## config.mk

```make
export PLATFORM = sky130hd
export DESIGN_NAME = mbab_divider
export DESIGN_NICKNAME = d
export VERILOG_FILES = /design/src/mbab_pkg.sv /design/src/mbab_divider.sv
export SDC_FILE = /design/constraint.sdc
export NUM_CORES = 1
export LEC_CHECK = 0
export ABC_AREA = 1
export BUFFER_PORTS_ARGS = -buffer_cell sky130_fd_sc_hd__buf_2
export CAP_MARGIN = 20
export CORE_UTILIZATION = 45
export DETAILED_ROUTE_END_ITERATION = 8
export PLACE_DENSITY = 0.69
export SLEW_MARGIN = 20
export SYNTH_ARGS = -nofsm -noshare
export SYNTH_HDL_FRONTEND = slang
export SYNTH_SLANG_ARGS = --single-unit
```

## constraint.sdc

```tcl
create_clock -name clk -period 2.6 [get_ports clk]
set_clock_uncertainty 0.2 [all_clocks]
set_input_delay 0.52 -clock clk [delete_from_list [all_inputs] [get_ports clk]]
set_output_delay 0.52 -clock clk [all_outputs]
set_load 0.02 [all_outputs]
```

## src/mbab_pkg.sv

```systemverilog
// Shared constants and types of the masked block average binning unit.
package mbab_pkg;

  localparam int IMAGE_SIDE = 4096;
  localparam int BIN_SIDE   = 4;
  localparam int BIN_COUNT  = IMAGE_SIDE / BIN_SIDE;
  localparam int BIN_EDGE   = BIN_COUNT * BIN_SIDE;

  localparam int PIX_W  = 32;
  localparam int POS_W  = $clog2(IMAGE_SIDE);
  localparam int SUB_W  = $clog2(BIN_SIDE);
  localparam int SLOT_W = $clog2(BIN_COUNT);
  localparam int CNT_W  = $clog2(BIN_SIDE * BIN_SIDE + 1);
  localparam int SUM_W  = PIX_W + $clog2(BIN_SIDE * BIN_SIDE);
  localparam int STEP_W = $clog2(SUM_W + 1);

  typedef struct packed {
    logic [CNT_W-1:0]        cnt;
    logic signed [SUM_W-1:0] sum;
  } col_entry_t;

  typedef struct packed {
    logic signed [PIX_W-1:0] mean;
    logic                    bin_valid;
    logic                    frame_end;
  } bin_result_t;

endpackage

```

## src/mbab_divider.sv

```systemverilog
// Bit-serial signed divider of a block sum by its valid pixel count.
module mbab_divider (
  input  logic                               clk,
  input  logic                               rst_n,
  input  logic                               start,
  input  logic signed [mbab_pkg::SUM_W-1:0]  dividend,
  input  logic [mbab_pkg::CNT_W-1:0]         divisor,
  input  logic                               frame_end,
  output logic                               busy,
  output logic                               done,
  input  logic                               take,
  output mbab_pkg::bin_result_t              result
);

  typedef enum logic [2:0] {
    DIV_IDLE = 3'b001,
    DIV_RUN  = 3'b010,
    DIV_DONE = 3'b100
  } div_state_t;

  div_state_t                   state_r, state_nxt;
  logic [mbab_pkg::SUM_W-1:0]   quot_r, quot_nxt;
  logic [mbab_pkg::CNT_W-1:0]   rem_r, rem_nxt;
  logic [mbab_pkg::CNT_W-1:0]   dsr_r, dsr_nxt;
  logic [mbab_pkg::STEP_W-1:0]  step_r, step_nxt;
  logic                         neg_r, neg_nxt;
  logic                         fend_r, fend_nxt;
  logic [mbab_pkg::CNT_W:0]     rem_shift;
  logic                         fits;
  logic [mbab_pkg::SUM_W-1:0]   quot_signed;

  assign rem_shift   = {rem_r, quot_r[mbab_pkg::SUM_W-1]};
  assign fits        = rem_shift >= {1'b0, dsr_r};
  assign quot_signed = neg_r ? (~quot_r + 1'b1) : quot_r;

  always_comb begin
    state_nxt = state_r;
    quot_nxt  = quot_r;
    rem_nxt   = rem_r;
    dsr_nxt   = dsr_r;
    step_nxt  = step_r;
    neg_nxt   = neg_r;
    fend_nxt  = fend_r;
    unique case (state_r)
      DIV_IDLE: begin
        if (start) begin
          neg_nxt   = dividend[mbab_pkg::SUM_W-1];
          quot_nxt  = dividend[mbab_pkg::SUM_W-1] ? (~dividend + 1'b1) : dividend;
          rem_nxt   = '0;
          dsr_nxt   = divisor;
          fend_nxt  = frame_end;
          step_nxt  = mbab_pkg::STEP_W'(mbab_pkg::SUM_W - 1);
          state_nxt = DIV_RUN;
        end
      end
      DIV_RUN: begin
        rem_nxt  = fits ? mbab_pkg::CNT_W'(rem_shift - {1'b0, dsr_r})
                        : rem_shift[mbab_pkg::CNT_W-1:0];
        quot_nxt = {quot_r[mbab_pkg::SUM_W-2:0], fits};
        step_nxt = step_r - 1'b1;
        if (step_r == '0) begin
          state_nxt = DIV_DONE;
        end
      end
      DIV_DONE: begin
        if (take) begin
          state_nxt = DIV_IDLE;
        end
      end
      default: state_nxt = DIV_IDLE;
    endcase
  end

  always_ff @(posedge clk) begin
    if (!rst_n) begin
      state_r <= DIV_IDLE;
    end else begin
      state_r <= state_nxt;
    end
  end

  always_ff @(posedge clk) begin
    quot_r <= quot_nxt;
    rem_r  <= rem_nxt;
    dsr_r  <= dsr_nxt;
    step_r <= step_nxt;
    neg_r  <= neg_nxt;
    fend_r <= fend_nxt;
  end

  assign busy = state_r != DIV_IDLE;
  assign done = state_r == DIV_DONE;

  always_comb begin
    result.bin_valid = dsr_r != '0;
    result.frame_end = fend_r;
    result.mean      = (dsr_r != '0) ? quot_signed[mbab_pkg::PIX_W-1:0] : '0;
  end

endmodule

```

==> metrics <==
status finished, violations left; failing checks setup timing; worst reg2reg setup slack 0.33 ns; top-count cell post-synth nand2_1; Placed Area 5300 um2; VDD IR-drop max 0.3695 mV; Core ar. 10,280 um2; final RePlAce weighted congestion 0.8964; cell area after layout 6037 um2; fin crit period 2.711 ns; Highest Clock Rate 368.9 MHz; FF-to-FF Start quot_r[35]$_DFFE_PP_; # IOs 82; Routed WL 13.32 mm; Netlist Area Pre-Place 4756 um2; Power Density 501.5 nW/um2; setup tns final -1.837 ns; Seq pwr share 40.6%; Ant. Diodes 0; Rel. slew slack 65.13%; Comb pwr share 36.0%; vias in the first global route 4,413; Synth top area share 34.10%; most frequent cells after synthesis nand2_1 (187), nor2_1 (102), inv_1 (76); Net Sw Frac 37.26%; HP Start divisor[2]; DRT Pass-1 Iters 5; dpl cells 906; number of flops mapped to enable cells by yosys 54; die height 104.8 um; count of input and output buffers 81; Leak 0.002768 uW; RSZ-0062 raised after global routing yes; Clk pin slew, worst setup/hold paths 0.08 ns; Worst Hold Depth 1; Async S/R FF share, synth 0%; Routed Antenna Nets 0; Startpoint Class flip-flop; CTS Buf Count 9; final worst setup slack -0.1110 ns; internal power 1899 uW; Ys Warns 0; final hold vios 0; Avg WL per Cell 13.93 um; largest net degree at the start of global routing 48; main flop type after synthesis edfxtp_1; cells after synthesis 700; maximum fanout along the worst path 8; synthesized area per cell 6.794 um2; Final nets 870; CTS tree yes; Yosys top cell by area edfxtp_1; row cnt 37; Yosys cell types 38; synth-to-layout area growth 26.94%; htree depth 3; reg-to-reg critical path endpoint rem_r[3]$_SDFFCE_PN0P_; Worst Path Class, Setup reg2out; critical path required time 1.88 ns; sequential cell area fraction in the yosys report 35.36%; first-pass GRT wire length 20.14 mm; Hold-fix buffers, CTS 0; post-detail-place hpwl 9.426 mm; Hold WC Path Type in2reg; First DRT Iteration DRCs 429; layout cells sized above 1 26.95%; Horiz. Die Dim 104.8 um; Seq cells post-synth 57; Clk Latency, worst-skew pair 0.34 ns; Bufs on Longest Clock Path 2; Clk pwr share 23.4%; syn_nets 755; Die ar. 10,980 um2; Max-cap violations 0; Least-Margin Pin Slew 0.5196 ns; grt ovf 0; Post-route DRC 0; initial antenna violation count 0; critical path data arrival time 1.99 ns; Starting Density 46.27%; vias post-DR 4,980; Final Util 58.74%; CTS Sinks 57; Sw Pwr 1128 uW; Tcrit/Tclk final 104.3%; R2R depth 9; Root Buffer clkbuf_8; crit end category output port; Layout fillers 980; Final Instance Count excl. Fillers 956; global-route usage over all layers 23.09%; Min-Delay Endpoint dsr_r[2]$_DFFE_PP_; fin. max-slew vios 0; final setup vio count 29; Via density 5.209; Synth area leaders edfxtp_1 (34%), nand2_1 (15%), nor2_1 (8.1%)
==> metal layers <==
layer	vias up	global-route usage [%]	part of all wire (%)
met4	0	9.356	3.0
met5	-	0	0
met1	2264	28.18	44
met2	161	40.73	49
li1	2526	-	-
met3	29	3.369	4.9
==> per-stage QoR <==
| stage | power, uW | hold WS [ns] | worst slack (ns) |
|---|---|---|---|
| 6_report | 3028 | 0.1525 | -0.1110 |
| 5_1_grt | 3188 | 0.1369 | -0.2503 |
| 3_5_place_dp | 2147 | 0.3073 | 0.2015 |
| 3_3_place_gp | 2130 | 0.3116 | 0.2473 |
| 4_1_cts | 2902 | 0.1353 | -0.05750 |
| 2_1_floorplan | 1860 | 0.2947 | 0.2803 |
==> timing repair <==
item | CTS | global route
setup buffers | 10 | 22
endpoints found under the hold margin | 0 | 0
setup endpoints to repair | 12 | 25
pin swaps | 9 | 7
resized for setup | 21 | 65
gates cloned | 0 | 2
==> cell usage in the layout (no fill, tap or decap), types with 12 or more instances in the layout <==
| cell | instances |
|---|---|
| nand3_1 | 60 |
| a21oi_1 | 27 |
| edfxtp_1 | 54 |
| buf_4 | 51 |
| nor2_2 | 16 |
| o21ai_1 | 17 |
| nor2_1 | 94 |
| inv_1 | 71 |
| nand2_2 | 12 |
| nand2_1 | 177 |
| o21ai_0 | 42 |
| buf_2 | 61 |
==> flip-flops by register name, summed over array words and instances (netlist names) <==
name     cells
rem_r        5
state_r      3
step_r       6
fend_r       1
quot_r      36
neg_r        1
dsr_r        5
==> worst max-delay path, stage by stage, from the launching register on <==
cell	delay, ns
edfxtp_1	0.45
nor2_1	0.15
nand2_1	0.12
nor2_4	0.21
nand3_2	0.11
nand2_4	0.14
nand3_2	0.09
nand2_1	0.07
nand2_1	0.05
nor2_1	0.10
buf_4	0.15
==> kinds of logic after synthesis <==
kind of cell | count (synthesis) | share of synthesized area, %
compound gates | 111 | 12.50
buf+inv | 104 | 9.129
fa+ha+maj | 9 | 2.526
flops | 57 | 35.36
simple gates | 404 | 37.73
xor+xnor | 15 | 2.762
==> final cells by class <==
class	instances	area, um2	share of cell area, %
Clock inverter	6	35.03	0.5803
Sequential cell	57	1682	27.85
Inverter	84	322.8	5.347
Clock buffer	10	127.6	2.114
Tap cell	136	170.2	2.819
Multi-Input combinational cell	539	2823	46.76
Timing Repair Buffer	124	877.1	14.53
==> worst max path at each step <==
stage	start	end	slack, ns	cells past startpoint
global route	quot_r[8]$_DFFE_PP_	result[32]	-0.25	12
finish	quot_r[6]$_DFFE_PP_	result[28]	-0.11	10
floorplan	state_r[1]$_SDFFE_PN0P_	quot_r[0]$_DFFE_PP_	0.28	7
detailed placement	quot_r[0]$_DFFE_PP_	result[28]	0.20	11
CTS	quot_r[1]$_DFFE_PP_	result[32]	-0.06	11
global placement	quot_r[0]$_DFFE_PP_	result[28]	0.25	11
==> power by group through the flow <==
stage | sequential (uW) | combinational [uW] | clock (uW)
5_1_grt | 1240 | 1190 | 755
2_1_floorplan | 1220 | 639 | 0
3_5_place_dp | 1250 | 900 | 0
6_report | 1230 | 1090 | 707
4_1_cts | 1220 | 959 | 718
3_3_place_gp | 1240 | 886 | 0
(Power assumes the default switching activity.)
